===== src/rtl/tfla_pkg.sv =====
// Shared constants, types and the pixel expansion function for the tile allocator.
`timescale 1ns / 1ps
`default_nettype none

package tfla_pkg;

    localparam int NUM_TILES = 512;
    localparam int LINK_W    = 10;
    localparam int ADDR_W    = (NUM_TILES > 1) ? $clog2(NUM_TILES) : 1;
    localparam int ROWS      = 8;
    localparam int ROW_W     = 3;
    localparam int PIX_W     = 8;
    localparam int SRC_W     = 16;
    localparam int ID_W      = 16;
    localparam int PAL_W     = 32;
    localparam int HALF_W    = 64;
    localparam int ROWWORD_W = ROWS * PIX_W;
    localparam int S_DATA_W  = 176;
    localparam int M_DATA_W  = 88;

    typedef enum logic [1:0] {
        STS_ALLOCATED = 2'd0,
        STS_OVERFLOW  = 2'd1,
        STS_FREED     = 2'd2,
        STS_IGNORED   = 2'd3
    } status_t;

    typedef enum logic [2:0] {
        ST_INIT,
        ST_IDLE,
        ST_DECIDE,
        ST_LINK,
        ST_ROWS,
        ST_SINGLE
    } state_t;

    typedef struct packed {
        logic    capture;
        logic    init_wr;
        logic    set_result;
        status_t result_code;
        logic    rd_link;
        logic    push;
        logic    pop;
        logic    row_clear;
        logic    row_inc;
        logic    show_rows;
    } ctrl_cmd_t;

    typedef struct packed {
        logic is_alloc;
        logic list_empty;
        logic id_valid;
        logic row_last;
        logic init_last;
    } ctrl_sts_t;

    function automatic logic [ROWWORD_W-1:0] expand_row(input logic [SRC_W-1:0] src,
                                                        input logic [PAL_W-1:0] palette);
        logic [ROWWORD_W-1:0] word;
        logic [1:0]           sel;
        word = '0;
        for (int p = 0; p < ROWS; p++)
        begin
            sel = src[2*p +: 2];
            word[PIX_W*p +: PIX_W] = palette[PIX_W*sel +: PIX_W];
        end
        return word;
    endfunction

endpackage

`default_nettype wire


===== src/rtl/tfla_controller.sv =====
// Controller: sequences list initialization, request decode, link lookup and result transactions.
`timescale 1ns / 1ps
`default_nettype none

module tfla_controller
    import tfla_pkg::*;
(
    input  wire logic      clk,
    input  wire logic      rst_n,
    input  wire logic      in_valid,
    input  wire logic      out_ready,
    input  wire ctrl_sts_t sts,
    output ctrl_cmd_t      cmd,
    output logic           in_ready,
    output logic           out_valid,
    output logic           out_last
);

    state_t state_reg;
    state_t state_next;

    always_ff @(posedge clk or negedge rst_n)
    begin
        if (!rst_n)
            state_reg <= ST_INIT;
        else
            state_reg <= state_next;
    end

    always_comb
    begin
        state_next = state_reg;
        case (state_reg)
            ST_INIT:
            begin
                if (sts.init_last)
                    state_next = ST_IDLE;
            end
            ST_IDLE:
            begin
                if (in_valid)
                    state_next = ST_DECIDE;
            end
            ST_DECIDE:
            begin
                if (sts.is_alloc && !sts.list_empty)
                    state_next = ST_LINK;
                else
                    state_next = ST_SINGLE;
            end
            ST_LINK:
                state_next = ST_ROWS;
            ST_ROWS:
            begin
                if (out_ready && sts.row_last)
                    state_next = ST_IDLE;
            end
            ST_SINGLE:
            begin
                if (out_ready)
                    state_next = ST_IDLE;
            end
            default:
                state_next = ST_IDLE;
        endcase
    end

    always_comb
    begin
        cmd             = '0;
        cmd.result_code = STS_ALLOCATED;
        in_ready        = 1'b0;
        out_valid       = 1'b0;
        out_last        = 1'b0;
        case (state_reg)
            ST_INIT:
                cmd.init_wr = 1'b1;
            ST_IDLE:
            begin
                in_ready    = 1'b1;
                cmd.capture = in_valid;
            end
            ST_DECIDE:
            begin
                cmd.set_result = 1'b1;
                cmd.row_clear  = 1'b1;
                if (sts.is_alloc)
                begin
                    if (sts.list_empty)
                        cmd.result_code = STS_OVERFLOW;
                    else
                    begin
                        cmd.result_code = STS_ALLOCATED;
                        cmd.rd_link     = 1'b1;
                    end
                end
                else if (sts.id_valid)
                begin
                    cmd.result_code = STS_FREED;
                    cmd.push        = 1'b1;
                end
                else
                    cmd.result_code = STS_IGNORED;
            end
            ST_LINK:
                cmd.pop = 1'b1;
            ST_ROWS:
            begin
                out_valid     = 1'b1;
                out_last      = sts.row_last;
                cmd.show_rows = 1'b1;
                cmd.row_inc   = out_ready && !sts.row_last;
            end
            ST_SINGLE:
            begin
                out_valid = 1'b1;
                out_last  = 1'b1;
            end
            default:
            begin
                cmd = '0;
            end
        endcase
    end

endmodule

`default_nettype wire

===== config.mk =====
export PLATFORM = sky130hd
export DESIGN_NAME = tfla_controller
export DESIGN_NICKNAME = d
export VERILOG_FILES = /design/src/rtl/tfla_pkg.sv /design/src/rtl/tfla_controller.sv
export SDC_FILE = /design/constraint.sdc
export NUM_CORES = 1
export LEC_CHECK = 0
export BUFFER_PORTS_ARGS = -buffer_cell sky130_fd_sc_hd__buf_2
export CAP_MARGIN = 10
export CORE_AREA = 5 5 42 44
export CTS_CLUSTER_SIZE = 8
export DETAILED_ROUTE_END_ITERATION = 8
export DIE_AREA = 0 0 47 49
export GPL_ROUTABILITY_DRIVEN = 0
export SLEW_MARGIN = 30
export SYNTH_ARGS = -nofsm -noshare
export SYNTH_HDL_FRONTEND = slang
export SYNTH_SLANG_ARGS = --single-unit

===== constraint.sdc =====
create_clock -name clk -period 0.95 [get_ports clk]
set_input_delay 0 -clock clk [delete_from_list [all_inputs] [get_ports clk]]
set_output_delay 0 -clock clk [all_outputs]
set_load 0.03 [all_outputs]

==> impl_metrics.tcl <==
set metrics [dict create \
    max_freq_mhz 733.9 \
    synth_cells 37 \
    slew_headroom 0.8054 \
    numClockSinks 3 \
    synth.avg_cell_area_um2 7.947 \
    cp.arrival_ns 1.36 \
    end_kind "output pin" \
    min_path_cells 3 \
    hold_ws_ns 0.04825 \
    syn_nets 46 \
    fin_nets 83 \
    first_global_vias 460 \
    worstRegToRegCells 5 \
    path_cells "or3b_4 > clkinv_4 > and2_4 > buf_6" \
    viasPerCell 4.315 \
    clock_path_buffers 2 \
    synth_compound_area_frac 0.09362 \
    dieWidth_um 47 \
    grt_first_pass_wirelength_um 1863 \
    status "finished, violations left" \
    grt_usage 0.1122 \
    path_buf_inv 2 \
    yosys.area_share.simple 0.5447 \
    tightestPinTransition_ns 0.2913 \
    critPathLaunchType "register" \
    r2r-start "state_reg[0]" \
    cts_inserted_buffers 3 \
    fillerInstances 142 \
    async_reset_ff_frac 1.000 \
    drc_errors 0 \
    synth_warnings 0 \
    vias 384 \
    synthFlopType "dfrtp_1" \
    synth_edf_count 0 \
    setup.worst_path.class "register to output pin" \
    multiInputGateArea_um2 274.0 \
    largest_reg_flops 3 \
    hold_violations 0 \
    grt_max_degree 8 \
    h-tree-depth 1 \
    min_from "in_valid" \
    leakage_nw 0.3411 \
    post-dp-hpwl_um 683.9 \
    period_needed_ns 1.363 \
    synth-xor-area-share 0 \
    io_pins 23 \
    crit_family "simple AND/OR/NAND/NOR gates" \
    grt_antenna_before_repair 0 \
    rsz0062_at_grt "true" \
    r2r-end "state_reg[1]" \
    num_rows 14 \
    setup_viol 17 \
    finalClockSkew_ns 0.002803 \
    rrSetupSlack_ns -0.24 \
    hold_path_end "state_reg[0]" \
    cp_slowest_stage_delay_ns 0.44 \
    synth_top_family_by_area "simple AND/OR/NAND/NOR gates" \
    period_share 1.434 \
    clock_latency_ns 0.23 \
    final-seq-area_um2 75.07 \
    violations "negative setup slack" \
    yosys.area_share.adder 0 \
    cts_root_buffer "clkbuf_4" \
    dp_slack_ns -0.2277 \
    initial_core_util 0.2098 \
    ys_seq_area_frac 0.2553 \
    drv_cap 0 \
    die_y_um 49 \
    final_core_util 0.5098 \
    clk_pin_slew_ns 0.04 \
    cts_tree "done" \
    finalWorstSetupSlack_ns -0.4126 \
    ys_ff_latch 3 \
    synth_mux_area_frac 0 \
    ir_drop_uv 1384 \
    drtPass1Iterations 3 \
    port_buffers 22 \
    cp_slowest_cell "or3b_4" \
    ant_nets 0 \
    dieArea_um2 2303 \
    hold_path_class "input port to register" \
    drt_iter0_markers 2 \
    drive_above_1_share 0.7671 \
    area_delta_synth_final_pct 143.0 \
    required_ns 0.95 \
    crit_fanout 4 \
    synthDistinctLibCells 23 \
    power.density_nw_per_um2 3112 \
    overflow 0 \
    core-area_um2 1401 \
    wl_um 1049 \
    syn-cell-area_um2 294.0 \
    diodes 0 \
    slew_violations 0 \
    wl_per_cell_um 11.79 \
]
-- worst min-delay path: stages --
cell	delay (ns)
buf_2	0.09
or2_4	0.10
a32oi_1	0.04
-- stage by stage --
step	std cells	power (W)	area, µm²	TNS [ns]
6_report	89	0.002223	714.4	-4.913
5_1_grt	89	0.002414	714.4	-6.066
4_1_cts	89	0.002138	685.7	-5.598
3_5_place_dp	79	0.001391	490.5	-2.046
3_3_place_gp	79	0.001382	490.5	-1.856
2_1_floorplan	37	0.001077	337.8	-1.950
-- power breakdown --
group / switching (W) / leakage (nW) / internal (W)
clock: 0.0000679 / 0.0150 / 0.000158
sequential: 0.0000323 / 0.0373 / 0.000184
combinational: 0.000884 / 0.289 / 0.000897
-- routing by layer --
metal,track usage,vias to the layer above,part of all wire
met1,0.1150,178,0.33
met4,0.08295,0,0
met5,0,-,0
met3,0.01476,0,0.055
met2,0.1923,11,0.62
li1,-,195,-
-- how the worst max path moves through the flow --
| stage | endpoint | from | slack (ns) | cells past startpoint |
|---|---|---|---|---|
| floorplan | cmd[4] | state_reg[0] | -0.25 | 4 |
| global placement | cmd[4] | state_reg[2] | -0.21 | 4 |
| detailed placement | cmd[4] | state_reg[2] | -0.23 | 4 |
| CTS | cmd[4] | state_reg[0] | -0.43 | 4 |
| global route | cmd[4] | state_reg[2] | -0.47 | 4 |
| finish | cmd[5] | state_reg[2] | -0.41 | 4 |
-- Yosys cell counts (2+ instances only) --
master    instances  area (µm²)
nor2_1            5       18.77
dfrtp_1           3       75.07
inv_2             2       7.510
and2_1            3       18.77
nor2b_1           4       25.02
nand2b_1          3       18.77
-- kinds of logic (layout without fill, tap and decap cells) --
family | after synthesis | count (layout)
AND/OR/NAND/NOR | 25 | 25
flip-flops | 3 | 3
buffers and inverters | 5 | 41
AO/OA/AOI/OAI | 4 | 4
-- cell usage in the layout, fill, tap and decap left out --
master	count
buf_4	8
buf_2	9
inv_2	1
nor2_4	3
clkbuf_1	1
o21ai_0	1
nand2b_1	2
o2bb2ai_1	1
and3_4	1
clkbuf_4	3
nor2b_4	2
nor3_4	2
nand2b_4	1
nand3_1	1
buf_6	17
nand3b_1	1
nor3b_2	1
or3b_4	1
nor2_2	1
clkinv_4	1
dfrtp_1	3
nand4bb_1	1
and3b_2	1
or2_4	1
nor2b_1	2
a21oi_1	1
dlygate4sd3_1	1
a32oi_1	1
nor2_1	1
and2_4	3
-- what timing repair did --
item,4_1_cts,5_1_grt
hold buffers,1,0
endpoints found under the hold margin,3,0
pin swaps,9,3
endpoints found under the setup margin,17,17
gates resized for setup,35,10
buffers inserted,5,1
-- final cells by class --
| cell class | count | share of cell area |
|---|---|---|
| repair buffers | 35 | 0.4291 |
| multi-input cells | 29 | 0.3835 |
| flip-flops and latches | 3 | 0.1051 |
| clock buffers | 4 | 0.03678 |
| well taps | 16 | 0.02802 |
| inverters | 2 | 0.01751 |
Power figures use the tool's default switching activity.
